<file path="config.mk">
export PLATFORM = sky130hd
export DESIGN_NAME = moldudp64_packet_boundary_planner
export DESIGN_NICKNAME = d
export VERILOG_FILES = /design/src/rtl/mdpbp_pkg.sv /design/src/rtl/moldudp64_packet_boundary_planner.sv /design/src/rtl/mdpbp_front.sv /design/src/rtl/mdpbp_queue.sv /design/src/rtl/mdpbp_back.sv
export VERILOG_INCLUDE_DIRS = /design/src /design/src/rtl
export SDC_FILE = /design/constraint.sdc
export NUM_CORES = 2
export LEC_CHECK = 0
export BUFFER_PORTS_ARGS = -buffer_cell sky130_fd_sc_hd__buf_2
export CAP_MARGIN = 30
export CORE_MARGIN = 2
export CORE_UTILIZATION = 55
export CTS_CLUSTER_DIAMETER = 60
export DETAILED_ROUTE_END_ITERATION = 6
export GPL_TIMING_DRIVEN = 0
export PLACE_DENSITY = 0.72
export SETUP_SLACK_MARGIN = 0.02
export SLEW_MARGIN = 10
export SYNTH_ARGS = -nofsm -noshare
export SYNTH_HDL_FRONTEND = slang
export SYNTH_SLANG_ARGS = --single-unit
</file>
<file path="constraint.sdc">
create_clock -name i_clk -period 18.2 [get_ports i_clk]
set_input_delay 0.91 -clock i_clk [delete_from_list [all_inputs] [get_ports i_clk]]
set_output_delay 0.91 -clock i_clk [all_outputs]
set_load 0.03 [all_outputs]
</file>
<file path="src/rtl/moldudp64_packet_boundary_planner_macros.svh">
// Assertion macros shared by the packet boundary planner modules.
// Included by each RTL file that carries concurrent assertions; no other dependencies.
`ifndef MOLDUDP64_PACKET_BOUNDARY_PLANNER_MACROS_SVH
`define MOLDUDP64_PACKET_BOUNDARY_PLANNER_MACROS_SVH

// Same-cycle implication, checked outside of reset.
`define MDPBP_ASSERT_IMPL(label, clk, rst_n, ante, cons, msg) \
    label: assert property (@(posedge clk) disable iff (!rst_n) (ante) |-> (cons)) \
        else $error(msg);

// Next-cycle implication, checked outside of reset.
`define MDPBP_ASSERT_NEXT(label, clk, rst_n, ante, cons, msg) \
    label: assert property (@(posedge clk) disable iff (!rst_n) (ante) |=> (cons)) \
        else $error(msg);

`endif

</file>
<file path="src/rtl/mdpbp_pkg.sv">
// Package for the packet boundary planner: constants, result kinds and the plan record.
// Used by every module of the block; has no dependencies of its own.
`timescale 1ns / 1ps

package mdpbp_pkg;

    // Fixed header and protocol constants.
    localparam logic [15:0] HDR_BYTES       = 16'd20;
    localparam logic [17:0] PREFIX_HDR      = 18'd22;
    localparam logic [16:0] PREFIX_BYTES    = 17'd2;
    localparam logic [15:0] COUNT_LIMIT     = 16'd65534;
    localparam logic [15:0] EOS_COUNT       = 16'hFFFF;
    localparam logic [15:0] MIN_TS_LEN      = 16'd11;
    localparam logic [15:0] MAX_BYTES_RESET = 16'd1400;

    // Configuration port.
    localparam int unsigned CFG_INDEX_W = 8;
    localparam int unsigned CFG_DATA_W  = 48;
    localparam logic [CFG_INDEX_W-1:0] REG_MAX_BYTES   = 8'd0;
    localparam logic [CFG_INDEX_W-1:0] REG_HB_INTERVAL = 8'd1;

    // Result kinds.
    typedef enum logic [1:0] {
        KIND_DATA      = 2'd0,
        KIND_HEARTBEAT = 2'd1,
        KIND_END       = 2'd2,
        KIND_OVERSIZE  = 2'd3
    } t_kind;

    // One closed data packet.
    typedef struct packed {
        logic [63:0] seq;
        logic [15:0] count;
        logic [15:0] bytes;
    } t_close;

    // Everything one accepted item produces, in output order:
    // mask bit 0 is the close before the message, bit 1 the close before
    // a heartbeat, bit 2 the closing heartbeat, end or oversize result.
    typedef struct packed {
        logic [2:0]  mask;
        t_close      fit_close;
        t_close      hb_close;
        t_kind       tail_kind;
        logic [63:0] tail_seq;
    } t_plan;

endpackage

</file>
<file path="src/rtl/moldudp64_packet_boundary_planner.sv">
// Path: an accepted item's plan is written to the plan queue, then its results to the output register.
// Throughput: one item per cycle while the plan queue has room; items with no result never
// occupy it. Results leave the output register one per cycle unless stalled, up to three per item.
// Reset (synchronous, active low) restores the limit 1400, disables heartbeats, sets the
// next sequence to 1, empties the open packet and the queue, and clears the halt.
`timescale 1ns / 1ps

module moldudp64_packet_boundary_planner #(
    parameter int QUEUE_DEPTH = 2
) (
    input  logic                               i_clk,
    input  logic                               i_rst_n,
    input  logic                               i_in_valid,
    output logic                               o_in_ready,
    input  logic                               i_req_type,
    input  logic [15:0]                        i_msg_length,
    input  logic [47:0]                        i_msg_timestamp,
    output logic                               o_out_valid,
    input  logic                               i_out_ready,
    output logic [1:0]                         o_packet_kind,
    output logic [63:0]                        o_first_sequence,
    output logic [15:0]                        o_message_count,
    output logic [15:0]                        o_packet_bytes,
    output logic                               o_last_of_run,
    input  logic                               i_cfg_valid,
    output logic                               o_cfg_ready,
    input  logic [mdpbp_pkg::CFG_INDEX_W-1:0]  i_cfg_index,
    input  logic [mdpbp_pkg::CFG_DATA_W-1:0]   i_cfg_data
);
    import mdpbp_pkg::*;

    logic  push;
    logic  pop;
    logic  queue_full;
    logic  queue_empty;
    t_plan plan;
    t_plan head;

    // Register writes are always taken.
    assign o_cfg_ready = 1'b1;

    // Front: classifies each item and updates the packing state.
    mdpbp_front u_front (
        .i_clk           (i_clk),
        .i_rst_n         (i_rst_n),
        .i_in_valid      (i_in_valid),
        .o_in_ready      (o_in_ready),
        .i_req_type      (i_req_type),
        .i_msg_length    (i_msg_length),
        .i_msg_timestamp (i_msg_timestamp),
        .i_cfg_valid     (i_cfg_valid),
        .i_cfg_index     (i_cfg_index),
        .i_cfg_data      (i_cfg_data),
        .i_queue_full    (queue_full),
        .o_push          (push),
        .o_plan          (plan)
    );

    // Queue of plans that still have results to send.
    mdpbp_queue #(
        .DEPTH (QUEUE_DEPTH)
    ) u_queue (
        .i_clk   (i_clk),
        .i_rst_n (i_rst_n),
        .i_push  (push),
        .i_data  (plan),
        .o_full  (queue_full),
        .i_pop   (pop),
        .o_empty (queue_empty),
        .o_head  (head)
    );

    // Back: sends the results of each plan in order.
    mdpbp_back u_back (
        .i_clk            (i_clk),
        .i_rst_n          (i_rst_n),
        .i_empty          (queue_empty),
        .i_head           (head),
        .o_pop            (pop),
        .o_out_valid      (o_out_valid),
        .i_out_ready      (i_out_ready),
        .o_packet_kind    (o_packet_kind),
        .o_first_sequence (o_first_sequence),
        .o_message_count  (o_message_count),
        .o_packet_bytes   (o_packet_bytes),
        .o_last_of_run    (o_last_of_run)
    );

endmodule

</file>
<file path="src/rtl/mdpbp_front.sv">
// Front part of the planner: configuration registers, packing state and item classification.
// Depends on mdpbp_pkg and the assertion macro header.
`timescale 1ns / 1ps
`include "moldudp64_packet_boundary_planner_macros.svh"

module mdpbp_front (
    input  logic                               i_clk,
    input  logic                               i_rst_n,
    input  logic                               i_in_valid,
    output logic                               o_in_ready,
    input  logic                               i_req_type,
    input  logic [15:0]                        i_msg_length,
    input  logic [47:0]                        i_msg_timestamp,
    input  logic                               i_cfg_valid,
    input  logic [mdpbp_pkg::CFG_INDEX_W-1:0]  i_cfg_index,
    input  logic [mdpbp_pkg::CFG_DATA_W-1:0]   i_cfg_data,
    input  logic                               i_queue_full,
    output logic                               o_push,
    output mdpbp_pkg::t_plan                   o_plan
);
    import mdpbp_pkg::*;

    // Configuration and packing state.
    logic [15:0] r_max_bytes,  n_max_bytes;
    logic [47:0] r_hb_interval, n_hb_interval;
    logic [15:0] r_bytes_used, n_bytes_used;
    logic [15:0] r_open_count, n_open_count;
    logic [63:0] r_next_seq,   n_next_seq;
    logic [63:0] r_end_seq,    n_end_seq;
    logic [47:0] r_last_hb,    n_last_hb;
    logic [48:0] r_deadline,   n_deadline;
    logic        r_halted,     n_halted;

    logic        accept;
    logic [16:0] need;
    logic        oversize;
    logic        fit_close;
    logic        has_open;
    logic [15:0] bu1;
    logic [15:0] oc1;
    logic [63:0] ns1;
    logic [15:0] bu2;
    logic [15:0] oc2;
    logic [63:0] end2;
    logic        hb_en;
    logic        armed;
    logic        fire;
    logic        hb_update;
    t_plan       plan;

    assign o_in_ready = !i_queue_full;
    assign accept     = i_in_valid && o_in_ready;

    // Fit checks against the limit; the end sequence tracks next_seq plus open count.
    assign need      = {1'b0, i_msg_length} + PREFIX_BYTES;
    assign oversize  = ({2'b00, i_msg_length} + PREFIX_HDR) > {2'b00, r_max_bytes};
    assign fit_close = (({1'b0, r_bytes_used} + need) > {1'b0, r_max_bytes})
                       || (r_open_count == COUNT_LIMIT);
    assign has_open  = (r_open_count != 16'd0);
    assign bu1       = fit_close ? HDR_BYTES : r_bytes_used;
    assign oc1       = fit_close ? 16'd0 : r_open_count;
    assign ns1       = fit_close ? r_end_seq : r_next_seq;
    assign bu2       = bu1 + need[15:0];
    assign oc2       = oc1 + 16'd1;
    assign end2      = r_end_seq + 64'd1;

    // Heartbeat decision; the deadline register holds last heartbeat time plus interval.
    assign hb_en     = (r_hb_interval != 48'd0) && (i_msg_length >= MIN_TS_LEN);
    assign armed     = (r_last_hb != 48'd0);
    assign fire      = hb_en && armed
                       && ((i_msg_timestamp < r_last_hb)
                           || ({1'b0, i_msg_timestamp} >= r_deadline));
    assign hb_update = hb_en && (!armed || fire);

    // Build the plan record for the accepted item.
    always_comb begin
        plan.mask      = 3'b000;
        plan.fit_close = '{seq: r_next_seq, count: r_open_count, bytes: r_bytes_used};
        plan.hb_close  = '{seq: ns1, count: oc2, bytes: bu2};
        plan.tail_kind = KIND_DATA;
        plan.tail_seq  = r_next_seq;
        if (i_req_type) begin
            plan.mask      = {1'b1, 1'b0, has_open};
            plan.tail_kind = KIND_END;
            plan.tail_seq  = r_end_seq;
        end else if (oversize) begin
            plan.mask      = 3'b100;
            plan.tail_kind = KIND_OVERSIZE;
        end else begin
            plan.mask      = {fire, fire, fit_close && has_open};
            plan.tail_kind = KIND_HEARTBEAT;
            plan.tail_seq  = end2;
        end
    end

    assign o_plan = plan;
    assign o_push = accept && !r_halted && (plan.mask != 3'b000);

    // Next state for an accepted item, then any configuration write.
    always_comb begin
        n_max_bytes   = r_max_bytes;
        n_hb_interval = r_hb_interval;
        n_bytes_used  = r_bytes_used;
        n_open_count  = r_open_count;
        n_next_seq    = r_next_seq;
        n_end_seq     = r_end_seq;
        n_last_hb     = r_last_hb;
        n_deadline    = r_deadline;
        n_halted      = r_halted;
        if (accept && !r_halted) begin
            if (i_req_type || oversize) begin
                n_halted = 1'b1;
            end else begin
                n_end_seq = end2;
                if (fire) begin
                    n_next_seq   = end2;
                    n_bytes_used = HDR_BYTES;
                    n_open_count = 16'd0;
                end else begin
                    n_next_seq   = ns1;
                    n_bytes_used = bu2;
                    n_open_count = oc2;
                end
                if (hb_update) begin
                    n_last_hb  = i_msg_timestamp;
                    n_deadline = {1'b0, i_msg_timestamp} + {1'b0, r_hb_interval};
                end
            end
        end
        if (i_cfg_valid) begin
            case (i_cfg_index)
                REG_MAX_BYTES: begin
                    n_max_bytes = i_cfg_data[15:0];
                end
                REG_HB_INTERVAL: begin
                    n_hb_interval = i_cfg_data;
                    n_deadline    = {1'b0, r_last_hb} + {1'b0, i_cfg_data};
                end
                default: begin
                end
            endcase
        end
    end

    // State registers.
    always_ff @(posedge i_clk) begin
        if (!i_rst_n) begin
            r_max_bytes   <= MAX_BYTES_RESET;
            r_hb_interval <= 48'd0;
            r_bytes_used  <= HDR_BYTES;
            r_open_count  <= 16'd0;
            r_next_seq    <= 64'd1;
            r_end_seq     <= 64'd1;
            r_last_hb     <= 48'd0;
            r_deadline    <= 49'd0;
            r_halted      <= 1'b0;
        end else begin
            r_max_bytes   <= n_max_bytes;
            r_hb_interval <= n_hb_interval;
            r_bytes_used  <= n_bytes_used;
            r_open_count  <= n_open_count;
            r_next_seq    <= n_next_seq;
            r_end_seq     <= n_end_seq;
            r_last_hb     <= n_last_hb;
            r_deadline    <= n_deadline;
            r_halted      <= n_halted;
        end
    end

    // A halted block queues nothing, and a terminal result always halts it.
    `MDPBP_ASSERT_IMPL(a_no_push_halted, i_clk, i_rst_n, r_halted, !o_push, "push while halted")
    `MDPBP_ASSERT_NEXT(a_tail_halts, i_clk, i_rst_n, o_push && o_plan.mask[2] && (o_plan.tail_kind == KIND_END || o_plan.tail_kind == KIND_OVERSIZE), r_halted, "terminal result did not halt")

endmodule

</file>
<file path="src/rtl/mdpbp_queue.sv">
// Short queue of plan records between the front and back parts.
// Depends on mdpbp_pkg and the assertion macro header.
`timescale 1ns / 1ps
`include "moldudp64_packet_boundary_planner_macros.svh"

module mdpbp_queue #(
    parameter int DEPTH = 2
) (
    input  logic             i_clk,
    input  logic             i_rst_n,
    input  logic             i_push,
    input  mdpbp_pkg::t_plan i_data,
    output logic             o_full,
    input  logic             i_pop,
    output logic             o_empty,
    output mdpbp_pkg::t_plan o_head
);
    import mdpbp_pkg::*;

    localparam int PTR_W = (DEPTH > 1) ? $clog2(DEPTH) : 1;
    localparam int CNT_W = $clog2(DEPTH + 1);
    localparam logic [PTR_W-1:0] LAST_PTR = PTR_W'(DEPTH - 1);
    localparam logic [CNT_W-1:0] FULL_CNT = CNT_W'(DEPTH);

    t_plan            r_mem [DEPTH];
    logic [PTR_W-1:0] r_wr_ptr, n_wr_ptr;
    logic [PTR_W-1:0] r_rd_ptr, n_rd_ptr;
    logic [CNT_W-1:0] r_count,  n_count;

    assign o_full  = (r_count == FULL_CNT);
    assign o_empty = (r_count == '0);
    assign o_head  = r_mem[r_rd_ptr];

    // Pointer wrap and occupancy.
    always_comb begin
        n_wr_ptr = r_wr_ptr;
        n_rd_ptr = r_rd_ptr;
        n_count  = r_count;
        if (i_push) begin
            n_wr_ptr = (r_wr_ptr == LAST_PTR) ? '0 : r_wr_ptr + 1'b1;
        end
        if (i_pop) begin
            n_rd_ptr = (r_rd_ptr == LAST_PTR) ? '0 : r_rd_ptr + 1'b1;
        end
        case ({i_push, i_pop})
            2'b10:   n_count = r_count + 1'b1;
            2'b01:   n_count = r_count - 1'b1;
            default: n_count = r_count;
        endcase
    end

    always_ff @(posedge i_clk) begin
        if (!i_rst_n) begin
            r_wr_ptr <= '0;
            r_rd_ptr <= '0;
            r_count  <= '0;
        end else begin
            r_wr_ptr <= n_wr_ptr;
            r_rd_ptr <= n_rd_ptr;
            r_count  <= n_count;
        end
    end

    // Entry storage needs no reset.
    always_ff @(posedge i_clk) begin
        if (i_push) begin
            r_mem[r_wr_ptr] <= i_data;
        end
    end

    `MDPBP_ASSERT_IMPL(a_no_overflow, i_clk, i_rst_n, i_push, !o_full || i_pop, "queue overflow")
    `MDPBP_ASSERT_IMPL(a_no_underflow, i_clk, i_rst_n, i_pop, !o_empty, "queue underflow")

endmodule

</file>
<file path="src/rtl/mdpbp_back.sv">
// Back part of the planner: expands each queued plan into result items, one per cycle unless the output stalls.
// Depends on mdpbp_pkg and the assertion macro header.
`timescale 1ns / 1ps
`include "moldudp64_packet_boundary_planner_macros.svh"

module mdpbp_back (
    input  logic             i_clk,
    input  logic             i_rst_n,
    input  logic             i_empty,
    input  mdpbp_pkg::t_plan i_head,
    output logic             o_pop,
    output logic             o_out_valid,
    input  logic             i_out_ready,
    output logic [1:0]       o_packet_kind,
    output logic [63:0]      o_first_sequence,
    output logic [15:0]      o_message_count,
    output logic [15:0]      o_packet_bytes,
    output logic             o_last_of_run
);
    import mdpbp_pkg::*;

    logic [2:0]  r_done, n_done;
    logic        r_out_valid, n_out_valid;
    t_kind       r_kind;
    logic [63:0] r_seq;
    logic [15:0] r_count;
    logic [15:0] r_bytes;
    logic        r_last;

    logic [2:0]  pending;
    logic [2:0]  pick;
    logic        last;
    logic        out_free;
    logic        emit;
    t_kind       sel_kind;
    logic [63:0] sel_seq;
    logic [15:0] sel_count;
    logic [15:0] sel_bytes;

    // Results of the head entry not yet sent; the lowest one goes next.
    assign pending  = i_empty ? 3'b000 : (i_head.mask & ~r_done);
    assign pick     = pending & (~pending + 3'b001);
    assign last     = ((pending & ~pick) == 3'b000);
    assign out_free = !r_out_valid || i_out_ready;
    assign emit     = out_free && (pending != 3'b000);
    assign o_pop    = emit && last;

    // Field selection for the chosen result.
    always_comb begin
        sel_kind  = KIND_DATA;
        sel_seq   = i_head.fit_close.seq;
        sel_count = i_head.fit_close.count;
        sel_bytes = i_head.fit_close.bytes;
        case (pick)
            3'b001: begin
                sel_kind = KIND_DATA;
            end
            3'b010: begin
                sel_kind  = KIND_DATA;
                sel_seq   = i_head.hb_close.seq;
                sel_count = i_head.hb_close.count;
                sel_bytes = i_head.hb_close.bytes;
            end
            default: begin
                sel_kind = i_head.tail_kind;
                sel_seq  = i_head.tail_seq;
                case (i_head.tail_kind)
                    KIND_HEARTBEAT: begin
                        sel_count = 16'd0;
                        sel_bytes = HDR_BYTES;
                    end
                    KIND_END: begin
                        sel_count = EOS_COUNT;
                        sel_bytes = HDR_BYTES;
                    end
                    default: begin
                        sel_count = 16'd0;
                        sel_bytes = 16'd0;
                    end
                endcase
            end
        endcase
    end

    // Progress through the entry and output register valid.
    always_comb begin
        n_done      = r_done;
        n_out_valid = r_out_valid;
        if (out_free) begin
            n_out_valid = emit;
        end
        if (emit) begin
            n_done = last ? 3'b000 : (r_done | pick);
        end
    end

    always_ff @(posedge i_clk) begin
        if (!i_rst_n) begin
            r_done      <= 3'b000;
            r_out_valid <= 1'b0;
        end else begin
            r_done      <= n_done;
            r_out_valid <= n_out_valid;
        end
    end

    // Output payload register.
    always_ff @(posedge i_clk) begin
        if (emit) begin
            r_kind  <= sel_kind;
            r_seq   <= sel_seq;
            r_count <= sel_count;
            r_bytes <= sel_bytes;
            r_last  <= last;
        end
    end

    assign o_out_valid      = r_out_valid;
    assign o_packet_kind    = r_kind;
    assign o_first_sequence = r_seq;
    assign o_message_count  = r_count;
    assign o_packet_bytes   = r_bytes;
    assign o_last_of_run    = r_last;

    // Retiring an entry always presents its final result next.
    `MDPBP_ASSERT_NEXT(a_pop_marks_last, i_clk, i_rst_n, o_pop, o_out_valid && o_last_of_run, "entry retired without final result")

endmodule
</file>
==> metrics.yaml <==
grt:
  antenna_found_initial: 22
  grt_pass1_vias: 42000
  grt_max_degree: 33
  grt-ovfl-total: 0
  grt_pass1_wl_um: 266000
  grt_usage_pct: 38.2
clocking:
  cts_max_level: 3
  ctsResizeCount: 0
  tritoncts: "yes"
  cts_setup_buffers: 0
  cts_buffer_depth: 3
  clk_pin_slew_ns: 0.06
  clock_latency_ns: 0.76
  hold_buffers: 0
  cts-buffers-inserted: 104
  root_buffer: "clkbuf_16"
  cts.sinks: 952
worst_setup_path:
  slowest_stage: "clkbuf_1"
  critPathMaxFanout: 11
  critPathCaptureType: "flip-flop"
  cpMostUsedCell: "a21oi_1"
  critPathMaxStageDelay_ns: 0.61
  worst_ep_required_time_ns: 18.83
  worstSetupPathType: "input pin to flip-flop"
  reg2reg_depth: 37
  cp_data_arrival_time_ns: 10.38
  startpoint_type: "input pin"
routing:
  drc: 0
  vias: 44200
  drt_iter0_drc: 5667
  wirelength_um: 183000
  viasPerCell: 6.42
  routedWlPerCell_um: 26.6
  drt_pass1_iterations: 7
  drtAntennaViolNets: 0
yosys:
  synth-edff-count: 621
  yosysSeqAreaShare_pct: 50.2
  async_reset_ff_share_pct: 0
  yosysTopAreaCell: "edfxtp_1"
  synth-seq-cells: 952
  netlist.area_leader.share_pct: 37.0
  yosysMostFrequentCell: "nand2_1"
  synth_common_cells: "nand2_1 (700), a21oi_1 (669), edfxtp_1 (621), dfxtp_1 (331), o21ai_0 (328)"
  syn_area_per_cell_um2: 9.66
  yosys-top-cells-area: "edfxtp_1 (37%), dfxtp_1 (13%), a21oi_1 (6.6%)"
  yosysUniqueCellTypes: 91
  netlist_instances: 5217
  syn_area_um2: 50400
  synth_fp_nets: 5611
  ys_warn_count: 0
  synthFlopType: "edfxtp_1"
pwr:
  total_power_w: 0.00668
  p_leak_nw: 21.3
  clockPowerShare_pct: 32.1
  power.share.switching_pct: 34.6
  intPower_w: 0.00437
  ir_drop_uv: 89.1
  p_switching_w: 0.00231
  combPwrFrac_pct: 27.0
  seq_power_share_pct: 40.9
  power.density_nw_per_um2: 117
run_status:
  status: "completed"
cells_and_area:
  drive_gt1_share_pct: 10.5
  multi_input_area_um2: 23000
  area.growth.synth_to_final_pct: 13.8
  final_util_pct: 62.8
  nFillCells: 7538
  nNetsFinal: 5978
  regArea_um2: 25300
  fin_cells: 6874
die:
  core-area_um2: 91200
  ioPinCount: 228
  fp.dieW_um: 307
  start_util_pct: 55.2
  rows: 111
  die_h_um: 307
  dieArea_um2: 94000
sta:
  max_freq_ghz: 0.103
  fin_skew_ns: 0.0656
  worst_slew_pin_slew_ns: 1.15
  max_slew_margin_pct: 23.4
  slew_viol_final: 0
  rsz0062_at_grt: "no"
  hold_viol_final: 0
  period_minus_slack_ns: 9.75
  finalSetupViolCount: 0
  post-route-period-util_pct: 53.6
hold_path:
  holdPathStages: 3
  hp-class: "input pin to flip-flop"
run:
  max_cap_violations: 0
placed_design:
  placed_cells: 6656
  io_buffers: 218
  post-dp-hpwl_um: 133000
  place_congestion: 1.08
==> power by group through the flow <==
stage          registers, W  logic (W)  clock network, W
6_report            0.00274    0.00180           0.00215
5_1_grt             0.00276    0.00191           0.00223
4_1_cts             0.00274    0.00176           0.00215
3_5_place_dp        0.00278    0.00175                 0
3_3_place_gp        0.00289    0.00167                 0
2_1_floorplan       0.00308   0.000821                 0
==> sequential cells by signal, indices dropped and copies added (netlist names), named ones only <==
name and flops:
u_back.o_packet_kind 2, u_front.r_max_bytes 16, u_back.o_packet_bytes 16, u_queue.r_count 2, u_queue.r_wr_ptr 1, u_back.r_done 3, u_front.r_open_count 16, u_queue.r_mem 522
u_queue.r_rd_ptr 1, u_back.o_first_sequence 64, u_back.o_message_count 16, u_back.o_last_of_run 1, u_front.r_hb_interval 48, u_front.r_last_hb 48, u_back.o_out_valid 1, u_front.r_halted 1
u_front.r_end_seq 64, u_front.r_next_seq 64, u_front.r_bytes_used 16, u_front.r_deadline 49
==> path summary, 6_finish.rpt <==
path | from | end | slack (ns)
min reg2reg | u_front.r_hb_interval[32] | u_front.r_hb_interval[32] | 0.48
min | i_cfg_data[38] | u_front.r_hb_interval[38] | 0.46
max | i_msg_length[1] | u_front.r_bytes_used[14] | 8.45
max reg2reg | u_front.r_bytes_used[1] | u_front.r_bytes_used[14] | 8.94
==> metal layers <==
metal | track usage [%] | up-vias | share of wire (%)
met5 | 0 | - | 0.13
met4 | 23.7 | 28 | 7.3
met3 | 9.50 | 686 | 10
met2 | 62.0 | 2634 | 46
met1 | 45.7 | 21000 | 36
li1 | - | 19800 | -
==> critical path, delay by kind of cell <==
family                   cells  cell delay [ns]
adder cells (fa/ha/maj)      5             1.58
buffers and inverters        5             1.51
AND/OR/NAND/NOR              7             1.25
XOR/XNOR                     1             0.18
AO/OA/AOI/OAI               20             4.42
multiplexers                 1             0.50
==> logic make-up after synthesis <==
kind of cell	count (synthesis)	synth area share (%)
simple gates	1623	14.9
xor+xnor	157	2.73
buf+inv	539	4.21
other cells	1	0.00744
flops	952	50.2
fa+ha+maj	269	6.74
compound gates	1529	18.2
mux	147	3.08
==> placed cells by master, fill, tap and decap left out, types with 98 or more instances in the layout <==
master,netlist,layout
clkbuf_1,265,287
nor2_1,291,288
clkbuf_16,0,105
inv_1,190,190
xnor2_1,98,98
edfxtp_1,621,621
nand3_1,200,200
buf_2,41,259
a21oi_1,669,669
ha_1,264,264
nand2_1,700,700
o21ai_0,328,328
dfxtp_1,331,331
==> layout make-up <==
cell class | count | area share [%]
Buffer | 349 | 2.46
Multi-Input combinational cell | 3726 | 40.2
Clock buffer | 147 | 5.21
Inverter | 190 | 1.24
Sequential cell | 952 | 44.1
Tap cell | 1186 | 2.59
Timing Repair Buffer | 261 | 3.26
Antenna cell | 12 | 0.0524
Clock inverter | 51 | 0.930
==> stage by stage <==
stage                     area (um^2)  setup TNS, ns  hold WS (ns)  worst slack [ns]
final                           57300              0         0.459              8.45
after CTS                       57200              0         0.451              8.62
after global routing            57300              0         0.467              7.95
after detailed placement        53700              0         0.466              7.87
after floorplan                 50400              0         0.424              1.69
after global placement          53000       -2820.58         0.441             -5.54
No activity file was read; power rests on OpenSTA's default activity.
